--- config.mk ---
export PLATFORM = sky130hd
export DESIGN_NAME = ket_cmp
export DESIGN_NICKNAME = d
export VERILOG_FILES = /design/src/rtl/ket_pkg.sv /design/src/rtl/ket_cmp.sv
export SDC_FILE = /design/constraint.sdc
export NUM_CORES = 1
export LEC_CHECK = 0
export BUFFER_PORTS_ARGS = -buffer_cell sky130_fd_sc_hd__buf_2
export CORE_MARGIN = 2
export CORE_UTILIZATION = 38
export DETAILED_ROUTE_END_ITERATION = 12
export PLACE_DENSITY = 0.85
export SLEW_MARGIN = 20
export SYNTH_ARGS = -nofsm -noshare
export SYNTH_HDL_FRONTEND = slang
export SYNTH_SLANG_ARGS = --single-unit
--- constraint.sdc ---
create_clock -name vclk -period 1.1
set_input_delay 0 -clock vclk [all_inputs]
set_output_delay 0 -clock vclk [all_outputs]
set_load 0.05 [all_outputs]
--- src/rtl/ket_pkg.sv ---
`timescale 1ns / 1ps
// Shared types and constants for the key edge tracker.
// No dependencies; every other file of the block imports this package.
package ket_pkg;

  localparam int CMD_W   = 3;
  localparam int KEY_W   = 10;
  localparam int CFG_W   = 9;
  localparam int REG_CNT = 8;
  localparam int REG_IW  = 3;
  localparam int DIR_W   = 2;
  localparam int STEP_W  = 3;

  localparam logic [CMD_W-1:0] CMD_KEY_DOWN  = 3'd0;
  localparam logic [CMD_W-1:0] CMD_KEY_UP    = 3'd1;
  localparam logic [CMD_W-1:0] CMD_FRAME_END = 3'd2;
  localparam logic [CMD_W-1:0] CMD_KEY_QUERY = 3'd3;
  localparam logic [CMD_W-1:0] CMD_DIR_QUERY = 3'd4;

  localparam logic [REG_IW-1:0] REG_UP_PRI    = 3'd0;
  localparam logic [REG_IW-1:0] REG_UP_ALT    = 3'd1;
  localparam logic [REG_IW-1:0] REG_DOWN_PRI  = 3'd2;
  localparam logic [REG_IW-1:0] REG_DOWN_ALT  = 3'd3;
  localparam logic [REG_IW-1:0] REG_LEFT_PRI  = 3'd4;
  localparam logic [REG_IW-1:0] REG_LEFT_ALT  = 3'd5;
  localparam logic [REG_IW-1:0] REG_RIGHT_PRI = 3'd6;
  localparam logic [REG_IW-1:0] REG_RIGHT_ALT = 3'd7;

  localparam logic [CFG_W-1:0] REG_RESET [REG_CNT] = '{
    9'd273, 9'd119, 9'd274, 9'd115, 9'd276, 9'd97, 9'd275, 9'd100
  };

  typedef enum logic [2:0] {
    ST_CLEAR,
    ST_IDLE,
    ST_KEY_EXEC,
    ST_QRY_REL,
    ST_DIR_ISSUE,
    ST_DIR_ACC,
    ST_DIR_CMP,
    ST_DONE
  } state_t;

  // Scan order: right, down, left, up; primary key before alternate.
  function automatic logic [REG_IW-1:0] dir_reg_index(input logic [STEP_W-1:0] step);
    logic [REG_IW-1:0] idx;
    begin
      case (step)
        3'd0:    idx = REG_RIGHT_PRI;
        3'd1:    idx = REG_RIGHT_ALT;
        3'd2:    idx = REG_DOWN_PRI;
        3'd3:    idx = REG_DOWN_ALT;
        3'd4:    idx = REG_LEFT_PRI;
        3'd5:    idx = REG_LEFT_ALT;
        3'd6:    idx = REG_UP_PRI;
        default: idx = REG_UP_ALT;
      endcase
      return idx;
    end
  endfunction

  // Direction code of a scan step: 3 right, 2 down, 1 left, 0 up.
  function automatic logic [DIR_W-1:0] dir_code_of(input logic [STEP_W-1:0] step);
    return ~step[STEP_W-1:1];
  endfunction

endpackage

--- src/rtl/ket_cmp.sv ---
`timescale 1ns / 1ps
// Shared stamp comparator: unsigned greater-than and equality.
// Used by the sequencer for key queries and direction scans.
module ket_cmp #(
  parameter int W = 32
) (
  input  logic [W-1:0] a,
  input  logic [W-1:0] b,
  output logic         gt,
  output logic         eq
);
  import ket_pkg::*;

  assign gt = a > b;
  assign eq = a == b;

endmodule

Word-level counts from Yosys, hierarchy flattened

Cells that the tools add are included.

Register bits: 0
Input port bits: 64
Output and inout bits: 2
Logic and storage cells: 2

Magnitude comparators: 1
Equal/unequal tests: 1

Operators with widths:

| kind                           | count |
|---|---|
| 32-bit equality test           | 1 |
| 32-bit greater-than comparator | 1 |

Longest topological paths before layout

Gate-level depths: netlist (run 1).

Depth after elaboration: 1
Depth in mapped cells: 7
Depth with buffers taken out: 7

Worst setup path after synthesis (run 1)

Ideal clock, no wire load.

Kind: in2out
Start point: input port b[25]
End point: output port gt
Arrival: 1.761 ns
Path slack: -0.661 ns
Stages: 6
Path buffers: 0
Cell sequence: inv_1 > ha_1 > nand4_1 > nor4_4 > and3_1 > a31oi_1

Word-level cells in the longest chain between the ends: 1

RTL lines:

| what                           | RTL line      | source |
|---|---|---|
| start: declaration             | ket_cmp.sv:8  | `input logic [W-1:0] b,` |
| 32-bit greater-than comparator | ket_cmp.sv:14 | `assign gt = a > b;` |
| end: declaration               | ket_cmp.sv:9  | `output logic gt,` |

No other way between the ends.

Worst setup path after layout (run 1)

Start point: input port b[1]
End point: output port gt

Same word-level chain as after synthesis.

==> results of run 1 <==
-- metal layers --
layer	vias up	wire length, microns
met2	54	2000
met3	14	207
li1	548	-
met4	0	122
met5	-	0
met1	518	1050
-- final timing paths --
| kind | startpoint | end | slack [ps] | cells past startpoint |
|---|---|---|---|---|
| max | b[1] | gt | -450 | 9 |
| min | a[23] | gt | 680 | 5 |
-- tightest hold or removal path, stage by stage --
cell and delay [ps]:
buf_2 110, ha_4 130, o31ai_1 110, a31oi_4 160, buf_6 170
-- kinds of logic after synthesis --
kind of cell / Yosys count / share of synthesized area [%]
compound gates: 24 / 20.0
fa+ha+maj: 32 / 47.7
simple gates: 22 / 18.0
buf+inv: 32 / 14.3
-- cells in the final DEF, fill, tap and decap left out, types with 4 or more instances in the layout --
master,n
a21oi_1,10
buf_4,12
buf_2,45
nand4_1,6
nand3_1,6
ha_4,28
inv_4,8
buf_6,19
a21o_1,5
ha_1,4
inv_2,11
inv_1,12
-- final cells by class --
class / count / area, sq um / area share (%)
inverters: 32 / 153 / 8.08
multi-input cells: 78 / 1140 / 60.4
well taps: 28 / 35.0 / 1.86
repair buffers: 78 / 559 / 29.6
-- what timing repair did --
item,in CTS,in global routing
resized for setup,30,26
pin swaps,13,19
buffers inserted,0,3
endpoints found under the setup margin,2,2
-- through the flow --
stage	worst slack, ps	power (mW)	cell area (sq um)	cells	util (%)
6_report	-451	0.720	1890	216	87.9
5_1_grt	-533	0.787	1890	216	87.9
4_1_cts	-386	0.617	1710	213	79.5
3_5_place_dp	-515	0.522	1490	213	69.4
3_3_place_gp	-477	0.491	1490	213	69.4
2_1_floorplan	-203	0.285	1060	110	-
-- power groups by stage --
stage	clock network (mW)	registers, mW	logic, mW
2_1_floorplan	0	0	0.285
3_3_place_gp	0	0	0.491
3_5_place_dp	0	0	0.522
4_1_cts	0	0	0.617
5_1_grt	0	0	0.787
6_report	0	0	0.720
==> reports/results.ini, run 1 <==
[status]
result_of_the_run = complete, but fails checks
violations = setup timing

[critical_path]
worstPathMaxFanout = 2
crit_arrival_ps = 1550
path_cells = buf_6 > inv_4 > ha_4 > nor2b_4 > o211ai_1 > a21boi_2 > o41ai_4 > a31oi_4 > buf_6
timing.setup.critical_path_class = in -> out
worstSetupStartpointType = input port
timing.critical_path.mode_cell = buf_6
worstPathRequired_ps = 1100
worstPathBufferInverterCount = 3
cp_endpoint_kind = output pin
slowest_delay_ps = 420
cp_slowest_cell = o41ai_4
cp_top_family = compound AO/OA/AOI/OAI gates

[floorplanning]
io_pins = 66
core_area_sq_um = 2150
number_of_placement_rows = 17
dieHeight_microns = 51.0
die_w_microns = 51.0
start_util_pct = 39.1
die-area_sq_um = 2600

[logic_synthesis]
syn-cell-area_sq_um = 840
synth_cell_type_count = 22
yosysWarnings = 0
netlist.area_leader.share_pct = 47.7
synth.avg_cell_area_sq_um = 7.63
synth_sequential_area_ratio_pct = 0
netlist.top_cell.by_area = ha_1
synth_top_cells_by_count = ha_1 (32), inv_1 (32), a21oi_1 (10), nand3_1 (6), nand4_1 (6)
synth_top_area_cells = ha_1 (48%), inv_1 (14%), a21oi_1 (6.0%), a21o_1 (4.5%), nand4_1 (4.5%)
synthesis.instances = 110
synth.net_count = 206

[run]
cap_violations = 0

[sta]
finalSetupViolations = 2
fin_crit_ps = 1550
max_slew.worst_pin.slew_ps = 428
grt_setup_unrepaired = true
hold_viol_final = 0
report.final.slew_viol_count = 0
hold-worst-slack_ps = 681
clock.fmax_mhz = 645
period_utilization_pct = 141
timing.slew.headroom_pct = 71.2
final_critical_path_setup_slack_ps = -451
setup_total_negative_slack_ps = -704

[final_layout]
flip_flop_and_latch_count = 0
layout.nets = 286
layout.filler_cells = 104
syn2layout_area_growth_pct = 125
layout-drive-gt1-share_pct = 73.4
area.sequential_sq_um = 0
clock_buffers = 0
n_antenna_cell = 0

[placed_design]
globalplace.congestion = 0.627
port_buffers = 66
dp_hpwl_microns = 2190

[clock_network]
cts_hold_buffers = 0

[grt]
grt_start_max_net_pins = 4
gr-usage-met3_pct = 1.17
layer_with_the_highest_usage = met2
grt_pass1_vias = 1112
grt.met2_usage_pct = 48.5
grt_util_all_layers_pct = 21.6
grtUsageMet1_pct = 21.8
grt_antenna_before_repair = 0
gr-total-overflow = 0
grt_pass1_wl_microns = 4510

[drt]
finalWirelength_microns = 3380
detailedRoute.firstPassIterationCount = 4
routed_wire_length_per_instance_microns = 15.7
detail_route.drc_violations = 0
vias_per_cell = 5.25
vias = 1134
drt_first_iter_violations = 7
number_of_antenna_violating_nets_in_the_routed_design = 0

[pwr]
clock_network_fraction_of_total_power_pct = 0
peakVddDrop_mv = 0.283
power-per-cell-area_nw_per_um2 = 382
power.switching_uw = 319
power.share.switching_pct = 44.4
power_frac_seq_pct = 0
internal-power_uw = 401
p_leak_nw = 0.903
power.combinational.fraction_pct = 100.0

[hold_path]
holdCritPathClass = in -> out

No activity file was read; power rests on OpenSTA's default activity.
==> run 2: changes to the inputs <==
--- a/config.mk
+++ b/config.mk
@@ -10,6 +10,7 @@
 export CORE_UTILIZATION = 38
 export DETAILED_ROUTE_END_ITERATION = 12
 export PLACE_DENSITY = 0.85
+export REMOVE_ABC_BUFFERS = 1
 export SLEW_MARGIN = 20
 export SYNTH_ARGS = -nofsm -noshare
 export SYNTH_HDL_FRONTEND = slang
==> run 2 against run 1 <==
  * The flow still finishes with violations (setup timing)
  * Final cell count shrank 3.2%
  * Sequential share of layout area is the same
  * Die area is the same
  * Non-clock buffer count shrank 7
  * Critical path type unchanged
  * Critical endpoint unchanged
==> reports/results.ini, run 2 (synthesized netlist as in run 1, its figures left out) <==
[status]
result_of_the_run = complete, but fails checks  ; unchanged
violations = setup timing  ; unchanged

[grt]
grt_pass1_wl_microns = 3560  ; was 4510 microns
grt_antenna_before_repair = 0  ; unchanged
grt_pass1_vias = 956  ; was 1,112
grt_util_all_layers_pct = 17.1  ; was 21.6%
gr-total-overflow = 0  ; unchanged
grt_start_max_net_pins = 4  ; unchanged

[drt]
vias = 1099  ; was 1,134
number_of_antenna_violating_nets_in_the_routed_design = 0  ; unchanged
detailedRoute.firstPassIterationCount = 4  ; unchanged
drt_first_iter_violations = 9  ; was 7
vias_per_cell = 5.26  ; was 5.25
finalWirelength_microns = 2990  ; was 3380 microns
routed_wire_length_per_instance_microns = 14.3  ; was 15.7 microns
detail_route.drc_violations = 0  ; unchanged

[sta]
hold_viol_final = 0  ; unchanged
hold-worst-slack_ps = 637  ; was 681 ps
report.final.slew_viol_count = 0  ; unchanged
final_critical_path_setup_slack_ps = -365  ; was -451 ps
max_slew.worst_pin.slew_ps = 277  ; was 428 ps
period_utilization_pct = 133  ; was 141%
fin_crit_ps = 1470  ; was 1550 ps
clock.fmax_mhz = 682  ; was 645 MHz
timing.slew.headroom_pct = 81.4  ; was 71.2%
grt_setup_unrepaired = true  ; unchanged
finalSetupViolations = 2  ; unchanged
setup_total_negative_slack_ps = -520  ; was -704 ps

[critical_path]
slowest_delay_ps = 340  ; was 420 ps
critPathCapture = gt  ; unchanged
worstPathRequired_ps = 1100  ; about the same
cp_slowest_cell = o41ai_2  ; was o41ai_4
worstSetupStartpointType = input port  ; unchanged
crit_arrival_ps = 1470  ; was 1550 ps
path_cells = buf_6 > inv_4 > ha_4 > nor2b_4 > o211ai_1 > a21boi_2 > o41ai_2 > a31oi_1 > buf_4  ; was buf_6 > inv_4 > ha_4 > nor2b_4 > o211ai_1 > a21boi_2 > o41ai_4 > a31oi_4 > buf_6
worst_setup_path_startpoint = b[1]  ; unchanged
cp_endpoint_kind = output pin  ; unchanged
worstPathMaxFanout = 2  ; unchanged
timing.setup.critical_path_class = in -> out  ; unchanged

[pwr]
peakVddDrop_mv = 0.284  ; was 0.283 mV
p_leak_nw = 0.867  ; was 0.903 nW
power-per-cell-area_nw_per_um2 = 376  ; was 382 nW/um^2

[final_layout]
area.sequential_sq_um = 0  ; unchanged
layout.nets = 279  ; was 286
syn2layout_area_growth_pct = 95.4  ; was 125%
layout.filler_cells = 159  ; was 104
clock_buffers = 0  ; unchanged
mostFrequentLayoutCells = buf_2 (50), ha_4 (20), inv_1 (18), buf_6 (14), ha_1 (12)  ; was buf_2 (45), ha_4 (28), buf_6 (19), inv_1 (12), buf_4 (12)
flip_flop_and_latch_count = 0  ; unchanged
final_core_utilization_pct = 76.4  ; was 87.9%
n_antenna_cell = 0  ; unchanged
most_frequent_standard_cell_in_the_layout_excluding_fill_and_tap_cells = buf_2  ; unchanged
layout-drive-gt1-share_pct = 63.0  ; was 73.4%

[placed_design]
dp_hpwl_microns = 1850  ; was 2190 microns
pre_cts_ws_ps = -384  ; was -515 ps
globalplace.congestion = 0.672  ; was 0.627
port_buffers = 66  ; unchanged

[floorplanning]
io_pins = 66  ; unchanged
start_util_pct = 39.1  ; unchanged
number_of_placement_rows = 17  ; unchanged
die-area_sq_um = 2600  ; unchanged
die_w_microns = 51.0  ; unchanged
dieHeight_microns = 51.0  ; unchanged
core_area_sq_um = 2150  ; unchanged

[hold_path]
holdCritPathClass = in -> out  ; unchanged

[run]
cap_violations = 0  ; unchanged

-- run 2: cell types whose count changed in the layout (fill, tap and decap cells not counted), moves of 2 or more --
cell      previous run  this run
inv_1               12        18
buf_4               12         6
a211oi_2             2         0
buf_2               45        50
ha_4                28        20
buf_6               19        14
inv_4                8         3
a211oi_1             0         2
ha_1                 4        12
-- run 2: routing by layer --
| metal | up-vias | global-route usage [%] | routed length [microns] |
|---|---|---|---|
| met5 | - | 0 | 0 |
| li1 | 535 | - | - |
| met1 | 498 | 17.4 | 945 |
| met3 | 14 | 0.292 | 175 |
| met4 | 0 | 0 | 151 |
| met2 | 52 | 39.0 | 1720 |
-- run 2: report_power, final --
part,internal [mW],switching [mW],total (mW)
combinational,0.334,0.283,0.617
clock,0,0,0
sequential,0,0,0
-- run 2: stage by stage --
stage	cells	power, mW	instance area, sq um
2_1_floorplan	110	0.228	840
3_3_place_gp	208	0.397	1230
3_5_place_dp	208	0.408	1230
4_1_cts	208	0.460	1350
5_1_grt	209	0.680	1640
6_report	209	0.617	1640
-- run 2: critical path, delay by kind of cell --
kind | cells | cell delay [ps]
AND/OR/NAND/NOR | 1 | 120
buffers and inverters | 3 | 340
adder cells (fa/ha/maj) | 1 | 190
AO/OA/AOI/OAI | 4 | 810
-- run 2: worst min-delay path by stage --
stage	from	endpoint	slack (ps)	depth (start not counted)
final	a[31]	gt	640	5
after global routing	a[31]	gt	710	5
after CTS	a[23]	gt	620	5
after detailed placement	a[31]	gt	680	5
after global placement	a[31]	gt	680	5
after floorplan	a[6]	eq	630	4
-- run 2: repair_timing --
action	4_1_cts	5_1_grt
resized for setup	17	44
endpoints found under the setup margin	2	2
setup buffers	0	1
pin swaps	12	19
hold buffers	0	0
hold endpoints to repair	0	0
-- run 2: area by class of cell --
type	count	area (sq um)	area share [%]
repair buffers	71	468	28.5
multi-input cells	78	1010	61.6
well taps	28	35.0	2.14
inverters	32	128	7.78
==> run 3: changes to the inputs <==
--- a/config.mk
+++ b/config.mk
@@ -7,9 +7,9 @@
 export LEC_CHECK = 0
 export BUFFER_PORTS_ARGS = -buffer_cell sky130_fd_sc_hd__buf_2
 export CORE_MARGIN = 2
-export CORE_UTILIZATION = 38
+export CORE_UTILIZATION = 42
 export DETAILED_ROUTE_END_ITERATION = 12
-export PLACE_DENSITY = 0.85
+export PLACE_DENSITY = 0.89
 export REMOVE_ABC_BUFFERS = 1
 export SLEW_MARGIN = 20
 export SYNTH_ARGS = -nofsm -noshare
==> constraint.sdc (replaced) <==
create_clock -name vclk -period 1.6
set_input_delay 0 -clock vclk [all_inputs]
set_output_delay 0 -clock vclk [all_outputs]
set_load 0.05 [all_outputs]
==> run 3 against run 2 <==
  * Final cell count is 2.9% lower
  * Critical endpoint unchanged
  * Design area is 26% lower
  * Count of clock-buffer cells in the layout stayed put
  * The run now ends clean
==> reports/results.ini, run 3 (synthesized netlist as in run 1, its figures left out) <==
[status]
result_of_the_run = complete, no violations  ; was complete, but fails checks

[final_layout]
flip_flop_and_latch_count = 0  ; unchanged
fin_cells = 203  ; was 209
area.sequential_sq_um = 0  ; unchanged
final_core_utilization_pct = 62.8  ; was 76.4%
most_frequent_standard_cell_in_the_layout_excluding_fill_and_tap_cells = buf_2  ; unchanged
clock_buffers = 0  ; unchanged
layout.nets = 274  ; was 279
layout-drive-gt1-share_pct = 40.9  ; was 63.0%
n_antenna_cell = 0  ; unchanged
syn2layout_area_growth_pct = 43.7  ; was 95.4%
layout.filler_cells = 196  ; was 159
mostFrequentLayoutCells = buf_2 (65), inv_1 (32), ha_1 (32), a21oi_1 (10)  ; was buf_2 (50), ha_4 (20), inv_1 (18), buf_6 (14), ha_1 (12)

[run]
cap_violations = 0  ; unchanged

[critical_path]
path_cells = buf_2 > inv_1 > ha_1 > a21o_1 > a21oi_2 > a21oi_1 > o41ai_2 > a31oi_1 > buf_4  ; was buf_6 > inv_4 > ha_4 > nor2b_4 > o211ai_1 > a21boi_2 > o41ai_2 > a31oi_1 > buf_4
worstSetupStartpointType = input port  ; unchanged
cp_endpoint_kind = output pin  ; unchanged
cp_slowest_cell = ha_1  ; was o41ai_2
worstPathMaxFanout = 3  ; was 2
cp_top_family = compound AO/OA/AOI/OAI gates  ; unchanged
worstPathBufferInverterCount = 3  ; unchanged
crit_arrival_ps = 1450  ; was 1470 ps
timing.setup.critical_path_class = in -> out  ; unchanged
slowest_delay_ps = 300  ; was 340 ps
worstPathRequired_ps = 1600  ; was 1100 ps

[drt]
finalWirelength_microns = 2140  ; was 2990 microns
vias = 1003  ; was 1,099
detail_route.drc_violations = 0  ; unchanged
number_of_antenna_violating_nets_in_the_routed_design = 0  ; unchanged
vias_per_cell = 4.94  ; was 5.26
detailedRoute.firstPassIterationCount = 4  ; unchanged
routed_wire_length_per_instance_microns = 10.5  ; was 14.3 microns
drt_first_iter_violations = 7  ; was 9

[hold_path]
hold_start = a[31]  ; unchanged
holdCritPathClass = in -> out  ; unchanged
whs_path_depth = 5  ; unchanged
min_delay_worst_endpoint = gt  ; unchanged

[sta]
clock.fmax_mhz = 690
timing.slew.headroom_pct = 81.7  ; was 81.4%
setup_total_negative_slack_ps = 0  ; was -520 ps
max_slew.worst_pin.slew_ps = 272  ; was 277 ps
fin_crit_ps = 1450
finalSetupViolations = 0  ; was 2
report.final.slew_viol_count = 0  ; unchanged
hold_viol_final = 0  ; unchanged
grt_setup_unrepaired = false  ; was true
period_utilization_pct = 90.6
final_critical_path_setup_slack_ps = 150  ; was -365 ps

[floorplanning]
dieHeight_microns = 48.7  ; was 51.0 microns
number_of_placement_rows = 16  ; was 17
die_w_microns = 48.7  ; was 51.0 microns
core_area_sq_um = 1920  ; was 2150 sq um
io_pins = 66  ; unchanged
die-area_sq_um = 2370  ; was 2600 sq um
start_util_pct = 43.7  ; was 39.1%

[grt]
gr-total-overflow = 0  ; unchanged
grt_pass1_vias = 1067  ; was 956
grt_pass1_wl_microns = 3820  ; was 3560 microns
grt_antenna_before_repair = 0  ; unchanged
grt_util_all_layers_pct = 19.0  ; was 17.1%
grt_start_max_net_pins = 4  ; unchanged

[placed_design]
dp_hpwl_microns = 2060  ; was 1850 microns
globalplace.congestion = 0.726  ; was 0.672
port_buffers = 66  ; unchanged
pre_cts_ws_ps = 91.7  ; was -384 ps
dpl.cell_count = 203  ; was 208

[pwr]
power-per-cell-area_nw_per_um2 = 226  ; was 376 nW/um^2
peakVddDrop_mv = 0.122  ; was 0.284 mV
clock_network_fraction_of_total_power_pct = 0  ; about the same
power_frac_seq_pct = 0  ; about the same
p_leak_nw = 0.810  ; was 0.867 nW
power.switching_uw = 134  ; was 283 uW
power.total_uw = 273  ; was 617 uW
power.combinational.fraction_pct = 100.0  ; about the same
internal-power_uw = 139  ; was 334 uW
power.share.switching_pct = 49.1  ; was 45.9%

[clock_network]
cts_hold_buffers = 0  ; unchanged

run 3: tightest hold or removal path, cell delays in order:
cell	delay (ps)
buf_2	80
ha_1	130
a211oi_1	40
a31oi_1	150
buf_4	210
run 3: area by class of cell:
cell class	count	area, sq um	area share [%]
Multi-Input combinational cell	78	719	59.6
Tap cell	27	33.8	2.80
Inverter	32	120	9.96
Timing Repair Buffer	66	333	27.6
run 3: worst max-delay path by stage:
stage                from  to  slack [ps]  depth (start not counted)
finish              b[10]  gt         150                          9
detailed placement  b[13]  gt          90                          9
global route        b[14]  gt          20                          9
global placement    a[10]  gt         160                          8
CTS                 b[13]  gt          90                          9
floorplan           b[25]  gt        -160                          6
run 3: power by group through the flow:
stage	combinational, mW	sequential [mW]	clock (mW)
finish	0.273	0	0
global route	0.314	0	0
CTS	0.274	0	0
detailed placement	0.272	0	0
global placement	0.255	0	0
floorplan	0.157	0	0
run 3: what timing repair did:
item / 4_1_cts / 5_1_grt
hold endpoints to repair: 0 / 0
gates resized for setup: 0 / 2
endpoints found under the setup margin: 0 / 1
buffers inserted: 0 / 0
run 3: through the flow:
stage	cell area [sq um]	hold slack, ps
CTS	1200	675
global placement	1200	671
global route	1210	666
finish	1210	610
detailed placement	1200	675
floorplan	840	628
run 3: routing by layer:
metal | GRT usage, % | vias to the layer above | part of all wire (%)
met5 | 0 | - | 0
met4 | 3.33 | 0 | 1.3
met3 | 0.617 | 4 | 5.0
met2 | 42.0 | 33 | 58
met1 | 18.9 | 444 | 36
li1 | - | 522 | -
